<file path="src/assert_macros.svh">
// Assertion macros shared by the power squelch modules.
// Define ASSERT_OFF to compile every assertion out.
`ifndef ASSERT_MACROS_SVH
`define ASSERT_MACROS_SVH
`ifndef ASSERT_OFF
`define PSQ_ASSERT_SAME(label, clk, rst, ante, cons) \
  label: assert property (@(posedge clk) disable iff (rst) (ante) |-> (cons)) \
    else $error("assertion failed");
`define PSQ_ASSERT_NEXT(label, clk, rst, ante, cons) \
  label: assert property (@(posedge clk) disable iff (rst) (ante) |=> (cons)) \
    else $error("assertion failed");
`else
`define PSQ_ASSERT_SAME(label, clk, rst, ante, cons)
`define PSQ_ASSERT_NEXT(label, clk, rst, ante, cons)
`endif
`endif

</file>
<file path="src/psq_pkg.sv">
// Types and constants for the power squelch with hang timer.
// No dependencies; used by every module of the block.
package psq_pkg;

  localparam int FRAC_W    = 16;
  localparam int THRESH_W  = 32;
  localparam int HOLD_W    = 16;
  localparam int LEVEL_W   = 32;
  localparam int CFG_IDX_W = 8;
  localparam int CFG_DW    = 32;
  localparam int OUT_TW    = 40;

  localparam logic [CFG_IDX_W-1:0] CFG_ALPHA     = 8'd0;
  localparam logic [CFG_IDX_W-1:0] CFG_THRESHOLD = 8'd1;
  localparam logic [CFG_IDX_W-1:0] CFG_HOLD      = 8'd2;
  localparam logic [CFG_IDX_W-1:0] CFG_LOCKED    = 8'd3;

  localparam logic [THRESH_W-1:0] THRESH_RESET = 32'd1074;
  localparam logic [HOLD_W-1:0]   HOLD_RESET   = 16'd100;

  typedef enum logic [1:0] {
    GATE_CLOSED = 2'd0,
    GATE_OPEN   = 2'd1,
    GATE_HOLD   = 2'd2
  } gate_t;

  typedef struct packed {
    logic load;
    logic square;
    logic diff;
    logic mul_lo;
    logic mul_hi;
    logic sum;
    logic update;
    logic gate;
  } psq_cmd_t;

  typedef struct packed {
    logic out_busy;
  } psq_stat_t;

endpackage

</file>
<file path="src/psq_ctrl.sv">
// Sequencing controller for the power squelch datapath.
// Depends on psq_pkg and assert_macros.svh.
`include "assert_macros.svh"

module psq_ctrl (
  input  logic                clk,
  input  logic                rst,
  input  logic                in_valid,
  output logic                in_ready,
  input  psq_pkg::psq_stat_t  stat,
  output psq_pkg::psq_cmd_t   cmd
);

  typedef enum logic [2:0] {
    S_IDLE, S_SQR, S_DIFF, S_MLO, S_MHI, S_SUM, S_UPD, S_GATE
  } state_t;

  state_t state;

  assign in_ready = (state == S_IDLE);

  always_comb begin
    cmd        = '0;
    cmd.load   = (state == S_IDLE) && in_valid;
    cmd.square = (state == S_SQR);
    cmd.diff   = (state == S_DIFF);
    cmd.mul_lo = (state == S_MLO);
    cmd.mul_hi = (state == S_MHI);
    cmd.sum    = (state == S_SUM);
    cmd.update = (state == S_UPD);
    cmd.gate   = (state == S_GATE) && !stat.out_busy;
  end

  always_ff @(posedge clk) begin
    if (rst) begin
      state <= S_IDLE;
    end else begin
      unique case (state)
        S_IDLE: if (in_valid) state <= S_SQR;
        S_SQR:  state <= S_DIFF;
        S_DIFF: state <= S_MLO;
        S_MLO:  state <= S_MHI;
        S_MHI:  state <= S_SUM;
        S_SUM:  state <= S_UPD;
        S_UPD:  state <= S_GATE;
        S_GATE: if (!stat.out_busy) state <= S_IDLE;
        default: state <= S_IDLE;
      endcase
    end
  end

  `PSQ_ASSERT_SAME(a_cmd_onehot, clk, rst, 1'b1, $onehot0(cmd))
  `PSQ_ASSERT_NEXT(a_load_then_square, clk, rst, cmd.load, cmd.square)

endmodule

</file>
<file path="src/psq_dp.sv">
// Datapath: squaring, one-pole energy average, threshold gate and result register.
// Depends on psq_pkg and assert_macros.svh.
`include "assert_macros.svh"

module psq_dp #(
  parameter int SAMPLE_BITS = 16,
  parameter int ALPHA_BITS  = 16
) (
  input  logic                                 clk,
  input  logic                                 rst,
  input  psq_pkg::psq_cmd_t                    cmd,
  output psq_pkg::psq_stat_t                   stat,
  input  logic signed [SAMPLE_BITS-1:0]        sample_i,
  input  logic signed [SAMPLE_BITS-1:0]        sample_q,
  input  logic [ALPHA_BITS-1:0]                alpha,
  input  logic [psq_pkg::THRESH_W-1:0]         threshold_energy,
  input  logic [psq_pkg::HOLD_W-1:0]           hold_samples,
  input  logic                                 locked,
  input  logic                                 out_ready,
  output logic                                 out_valid,
  output logic [1:0]                           squelch_status,
  output logic                                 muted,
  output logic [psq_pkg::LEVEL_W-1:0]          energy_level
);

  localparam int SQ_W   = 2 * SAMPLE_BITS;
  localparam int EW     = SQ_W + psq_pkg::FRAC_W;
  localparam int HALF   = EW / 2;
  localparam int PW     = ALPHA_BITS + EW;
  localparam int TW_EXT = psq_pkg::THRESH_W + psq_pkg::FRAC_W;
  localparam int CW     = (EW > TW_EXT) ? EW : TW_EXT;

  logic signed [SAMPLE_BITS-1:0]      i_r;
  logic signed [SAMPLE_BITS-1:0]      q_r;
  logic signed [SQ_W-1:0]             prod_i;
  logic signed [SQ_W-1:0]             prod_q;
  logic [SQ_W-1:0]                    sq_i;
  logic [SQ_W-1:0]                    sq_q;
  logic [EW-1:0]                      x_val;
  logic [EW-1:0]                      diff;
  logic                               up;
  logic [ALPHA_BITS+HALF-1:0]         p_lo;
  logic [ALPHA_BITS+EW-HALF-1:0]      p_hi;
  logic [PW-1:0]                      step;
  logic [EW-1:0]                      quot;
  logic                               rem;
  logic [EW-1:0]                      energy;
  logic [EW-1:0]                      energy_int;
  logic                               above;
  psq_pkg::gate_t                     gate;
  psq_pkg::gate_t                     gate_next;
  logic [psq_pkg::HOLD_W-1:0]         hold_count;
  logic [psq_pkg::HOLD_W-1:0]         hold_count_next;
  logic [psq_pkg::HOLD_W-1:0]         hold_dec;

  assign prod_i = i_r * i_r;
  assign prod_q = q_r * q_r;
  assign x_val  = (EW'(sq_i) + EW'(sq_q)) << psq_pkg::FRAC_W;
  assign step   = (PW'(p_hi) << HALF) + PW'(p_lo);
  assign above  = CW'(energy) > CW'({threshold_energy, {psq_pkg::FRAC_W{1'b0}}});
  assign hold_dec = (hold_count != '0) ? hold_count - 1'b1 : hold_count;
  assign energy_int = energy >> psq_pkg::FRAC_W;

  always_comb begin
    gate_next       = gate;
    hold_count_next = hold_count;
    if (!locked) begin
      if (above) begin
        gate_next = psq_pkg::GATE_OPEN;
      end else begin
        case (gate)
          psq_pkg::GATE_OPEN: begin
            gate_next       = psq_pkg::GATE_HOLD;
            hold_count_next = hold_samples;
          end
          psq_pkg::GATE_HOLD: begin
            hold_count_next = hold_dec;
            if (hold_dec == '0) gate_next = psq_pkg::GATE_CLOSED;
          end
          default: gate_next = psq_pkg::GATE_CLOSED;
        endcase
      end
    end
  end

  always_ff @(posedge clk) begin
    if (cmd.load) begin
      i_r <= sample_i;
      q_r <= sample_q;
    end
    if (cmd.square) begin
      sq_i <= $unsigned(prod_i);
      sq_q <= $unsigned(prod_q);
    end
    if (cmd.diff) begin
      up   <= (x_val >= energy);
      diff <= (x_val >= energy) ? x_val - energy : energy - x_val;
    end
    if (cmd.mul_lo) begin
      p_lo <= (ALPHA_BITS+HALF)'(alpha) * (ALPHA_BITS+HALF)'(diff[HALF-1:0]);
    end
    if (cmd.mul_hi) begin
      p_hi <= (ALPHA_BITS+EW-HALF)'(alpha) * (ALPHA_BITS+EW-HALF)'(diff[EW-1:HALF]);
    end
    if (cmd.sum) begin
      quot <= step[PW-1:ALPHA_BITS];
      rem  <= (step[ALPHA_BITS-1:0] != '0);
    end
    if (cmd.gate) begin
      squelch_status <= gate_next;
      muted          <= (gate_next == psq_pkg::GATE_CLOSED);
      energy_level   <= psq_pkg::LEVEL_W'(energy_int);
    end
  end

  always_ff @(posedge clk) begin
    if (rst) begin
      energy     <= '0;
      gate       <= psq_pkg::GATE_CLOSED;
      hold_count <= '0;
      out_valid  <= 1'b0;
    end else begin
      if (cmd.update) begin
        energy <= up ? energy + quot : energy - quot - EW'(rem);
      end
      if (cmd.gate) begin
        gate       <= gate_next;
        hold_count <= hold_count_next;
        out_valid  <= 1'b1;
      end else if (out_ready) begin
        out_valid  <= 1'b0;
      end
    end
  end

  assign stat.out_busy = out_valid && !out_ready;

  `PSQ_ASSERT_NEXT(a_locked_freezes_gate, clk, rst, cmd.gate && locked, $stable(gate))
  `PSQ_ASSERT_NEXT(a_rise_not_below, clk, rst, cmd.update && up, energy >= $past(energy))
  `PSQ_ASSERT_SAME(a_muted_matches_status, clk, rst, out_valid,
                   muted == (squelch_status == psq_pkg::GATE_CLOSED))

endmodule

</file>
<file path="src/power_squelch_with_hang_timer.sv">
// Power squelch with hang timer: the controller steps one sample at a time through
// squaring, difference, two halves of the alpha multiplier, sum, average update and
// gate decision, and takes no new input beat until the gate step of the last is done.
// A full output register stalls the gate step until the beat is taken.
// Synchronous reset clears the average, gate, hold counter and restores the registers.
module power_squelch_with_hang_timer #(
  parameter int SAMPLE_BITS = 16,
  parameter int ALPHA_BITS  = 16
) (
  input  logic                                      clk,
  input  logic                                      rst,
  input  logic                                      s_tvalid,
  output logic                                      s_tready,
  // Fields from bit 0: sample_i, sample_q, zero fill.
  input  logic [((2*SAMPLE_BITS+7)/8)*8-1:0]        s_tdata,
  output logic                                      m_tvalid,
  input  logic                                      m_tready,
  // Fields from bit 0: squelch_status[1:0], muted, energy_level[31:0], zero fill.
  output logic [psq_pkg::OUT_TW-1:0]                m_tdata,
  input  logic                                      cfg_valid,
  output logic                                      cfg_ready,
  input  logic [psq_pkg::CFG_IDX_W-1:0]             cfg_index,
  input  logic [psq_pkg::CFG_DW-1:0]                cfg_data
);

  logic [ALPHA_BITS-1:0]              alpha;
  logic [psq_pkg::THRESH_W-1:0]       threshold_energy;
  logic [psq_pkg::HOLD_W-1:0]         hold_samples;
  logic                               locked;
  psq_pkg::psq_cmd_t                  cmd;
  psq_pkg::psq_stat_t                 stat;
  logic [1:0]                         squelch_status;
  logic                               muted;
  logic [psq_pkg::LEVEL_W-1:0]        energy_level;

  assign cfg_ready = 1'b1;

  always_ff @(posedge clk) begin
    if (rst) begin
      alpha            <= ALPHA_BITS'(6554);
      threshold_energy <= psq_pkg::THRESH_RESET;
      hold_samples     <= psq_pkg::HOLD_RESET;
      locked           <= 1'b0;
    end else if (cfg_valid) begin
      unique case (cfg_index)
        psq_pkg::CFG_ALPHA:     alpha            <= cfg_data[ALPHA_BITS-1:0];
        psq_pkg::CFG_THRESHOLD: threshold_energy <= cfg_data[psq_pkg::THRESH_W-1:0];
        psq_pkg::CFG_HOLD:      hold_samples     <= cfg_data[psq_pkg::HOLD_W-1:0];
        psq_pkg::CFG_LOCKED:    locked           <= cfg_data[0];
        default: ;
      endcase
    end
  end

  psq_ctrl u_ctrl (
    .clk      (clk),
    .rst      (rst),
    .in_valid (s_tvalid),
    .in_ready (s_tready),
    .stat     (stat),
    .cmd      (cmd)
  );

  psq_dp #(
    .SAMPLE_BITS (SAMPLE_BITS),
    .ALPHA_BITS  (ALPHA_BITS)
  ) u_dp (
    .clk              (clk),
    .rst              (rst),
    .cmd              (cmd),
    .stat             (stat),
    .sample_i         ($signed(s_tdata[SAMPLE_BITS-1:0])),
    .sample_q         ($signed(s_tdata[2*SAMPLE_BITS-1:SAMPLE_BITS])),
    .alpha            (alpha),
    .threshold_energy (threshold_energy),
    .hold_samples     (hold_samples),
    .locked           (locked),
    .out_ready        (m_tready),
    .out_valid        (m_tvalid),
    .squelch_status   (squelch_status),
    .muted            (muted),
    .energy_level     (energy_level)
  );

  assign m_tdata = {5'b0, energy_level, muted, squelch_status};

endmodule

</file>
<file path="config.mk">
export PLATFORM = sky130hd
export DESIGN_NAME = power_squelch_with_hang_timer
export DESIGN_NICKNAME = d
export VERILOG_FILES = /design/src/psq_pkg.sv /design/src/psq_ctrl.sv /design/src/psq_dp.sv /design/src/power_squelch_with_hang_timer.sv
export VERILOG_INCLUDE_DIRS = /design/src /design/src/src
export SDC_FILE = /design/constraint.sdc
export NUM_CORES = 2
export LEC_CHECK = 0
export BUFFER_PORTS_ARGS = -buffer_cell sky130_fd_sc_hd__buf_4
export CAP_MARGIN = 20
export CORE_UTILIZATION = 30
export CTS_BUF_LIST = sky130_fd_sc_hd__clkbuf_16
export CTS_CLUSTER_DIAMETER = 40
export CTS_CLUSTER_SIZE = 40
export DETAILED_ROUTE_END_ITERATION = 10
export GPL_TIMING_DRIVEN = 0
export HOLD_SLACK_MARGIN = 0.06
export SYNTH_ARGS = -nofsm -noshare
export SYNTH_HDL_FRONTEND = slang
export SYNTH_SLANG_ARGS = --single-unit
export TNS_END_PERCENT = 1
</file>
<file path="constraint.sdc">
create_clock -name clk -period 11.57 [get_ports clk]
set_clock_uncertainty 0.2 [all_clocks]
set_input_delay 2.314 -clock clk [delete_from_list [all_inputs] [get_ports clk]]
set_output_delay 2.314 -clock clk [all_outputs]
set_load 0.02 [all_outputs]
</file>
==> flow_summary.json <==
{
  "drc_errors": 0,
  "tns_ps": 0,
  "cpMostUsedCell": "fa_1",
  "synth_top_family_by_area": "adder cells",
  "htreeDepth": 3,
  "vias_per_cell": 4.857,
  "portBuffers": 112,
  "yosysWarnings": 0,
  "final_max_slew_viol_count": 0,
  "cts_tree": "built",
  "rsz0062_at_grt": "no",
  "cts_setup_buffers": 0,
  "yosys.cell_count.top_type": "inv_1",
  "worst_pin_slew_ps": 1124,
  "grt_pass1_wl_mm": 329.3,
  "end_kind": "flop",
  "hp-class": "reg -> reg",
  "hold_viol": 0,
  "core-area_um2": 230300,
  "startpoint_type": "flop",
  "antenna_found_initial": 11,
  "cts_max_path_buffers": 3,
  "synth_cell_types": 94,
  "dieWidth_um": 483.8,
  "drt_wl_total_mm": 215.7,
  "groute.usage.overall_pct": 18.38,
  "grt_max_degree": 38,
  "synth-compound-area-share_pct": 10.11,
  "relSlewSlack_pct": 24.81,
  "drv_cap": 0,
  "first_pass_iters": 7,
  "critPathKind": "reg -> reg",
  "die_area_um2": 234000,
  "ant_nets": 0,
  "hpwl_mm": 180.1,
  "clk_latency_ps": 680,
  "ctsResizeCount": 0,
  "ctsHoldBuffers": 0,
  "synth_largest_area_cell": "fa_1",
  "routedWlPerCell_um": 19.71,
  "synth-edff-count": 307,
  "fin_crit_sh_pct": 78.84,
  "path_max_fanout": 10,
  "drt_iter0_markers": 4257,
  "synth_top_area_share_pct": 31.62,
  "synth_commonest_cells": "inv_1, fa_1, nand2_1, ha_1, and2_1",
  "ys_ff_latch": 442,
  "clockRootBuffer": "clkbuf_16",
  "n_fill_cell": 23796,
  "start_util_pct": 30.23,
  "cp_slowest_cell": "a2111oi_0",
  "synthMuxAreaShare_pct": 0.4474,
  "status": "completed",
  "syn_inst": 7634,
  "setup-violations-final": 0,
  "postPlaceCellArea_um2": 74600,
  "ys_seq_area_share_pct": 17.12,
  "clkSlewWorstSetupHoldPaths_ps": 60,
  "critPathArrivalTime_ps": 9350,
  "fmax_mhz": 109.6,
  "syn2layout_area_growth_pct": 10.91,
  "syn_area_per_cell_um2": 9.122,
  "period_needed_ps": 9122,
  "cts.sinks": 442,
  "drive_gt1_share_pct": 4.360,
  "finalInstanceArea_um2": 77230,
  "cp_num_buf_inv": 7,
  "async_reset_ff_share_pct": 0,
  "synthXorXnorAreaFrac_pct": 4.289,
  "vias": 53132,
  "cts_made_buffers": 76,
  "synth_area_leaders": "fa_1, edfxtp_1, ha_1",
  "synth.cell_area_um2": 69640,
  "grt_pass1_vias": 54966,
  "cp_data_required_time_ps": 11800,
  "synthFlopType": "edfxtp_1",
  "path_delay_family": "adder cells",
  "overflow": 0,
  "place_congestion": 0.9595,
  "ios": 120,
  "fp-row-count": 176,
  "slowest_delay_ps": 830,
  "nNetsFinal": 9700,
  "synth-adder-area-share_pct": 43.75,
  "synth-simple-area-share_pct": 13.84,
  "fp.dieH_um": 483.8
}
flip-flops by register name, summed over array words and instances (netlist names), 31 cells and up:
register           count
u_dp.diff             48
u_dp.energy           48
u_dp.quot             48
u_dp.p_hi             40
u_dp.p_lo             40
threshold_energy      32
u_dp.energy_level     32
u_dp.sq_i             31
u_dp.sq_q             31
logic make-up after synthesis:
family | Yosys count
and+or+nand+nor | 2017
buffers and inverters | 1920
adders and majority gates | 1775
AOI/OAI and AO/OA | 1107
DFF | 442
xor gates and xnor gates | 341
muxes | 30
other | 2
layout make-up:
type / instances / area, um2 / share of cell area (%)
well taps: 3026 / 3786 / 4.902
inverters: 1638 / 6148 / 7.961
multi-input cells: 5276 / 50490 / 65.38
plain buffers: 282 / 1114 / 1.442
diodes: 2 / 5.005 / 0.006480
clock inverters: 66 / 728.2 / 0.9429
clock buffers: 76 / 1902 / 2.463
repair buffers: 132 / 1134 / 1.468
flip-flops and latches: 442 / 11920 / 15.44
layer usage:
layer | share of wire, % | routed length [um] | track usage, % | vias up
li1 | - | - | - | 24392
met1 | 45 | 96400 | 25.40 | 26658
met2 | 45 | 97120 | 29.23 | 1768
met3 | 7.3 | 15640 | 3.297 | 314
met4 | 3.0 | 6519 | 5.230 | 0
met5 | 0 | 0 | 0 | -
placed cells by master (no fill, tap or decap), types with 13 or more instances in the layout:
cell type	count
a211oi_1	55
a21o_1	156
a21oi_1	397
a31oi_1	22
and2_1	431
and3_1	23
buf_4	123
buf_6	13
clkbuf_1	260
clkbuf_16	76
dfxtp_1	135
edfxtp_1	307
fa_1	1100
ha_1	675
inv_1	1641
inv_6	13
mux2i_1	24
nand2_1	904
nand2b_1	52
nand3_1	76
nand3b_1	21
nand4_1	38
nor2_1	271
nor2b_1	59
nor3_1	50
nor4_1	18
o211ai_1	25
o21a_1	35
o21ai_0	194
o21bai_1	49
o31ai_1	17
o41ai_1	16
or2_2	15
or3_1	21
xnor2_1	259
xor2_1	82
worst paths after layout:
check,start,to,slack (ps),cells after the start
setup / recovery,alpha[4],u_dp.p_hi[38],2450,27
setup reg to reg,alpha[4],u_dp.p_hi[38],2450,27
hold / removal,u_dp.p_lo[18],u_dp.quot[2],230,0
hold reg to reg,u_dp.p_lo[18],u_dp.quot[2],230,0
per-stage QoR:
step / std cells / utilization (%) / hold WS, ps / worst slack, ps
final: 10940 / 33.53 / 226.4 / 2448
after CTS: 10938 / 33.53 / 229.1 / 2573
after detailed placement: 10796 / 32.38 / 208.1 / 2602
after floorplan: 7638 / - / 200.3 / 4722
after global placement: 10776 / 32.25 / 206.1 / 2617
after global routing: 10938 / 33.53 / 244.6 / 2203
Power is left out: the tool's default activity adds up to more than one toggle a clock period on the data nets, which glitch-free logic cannot reach.
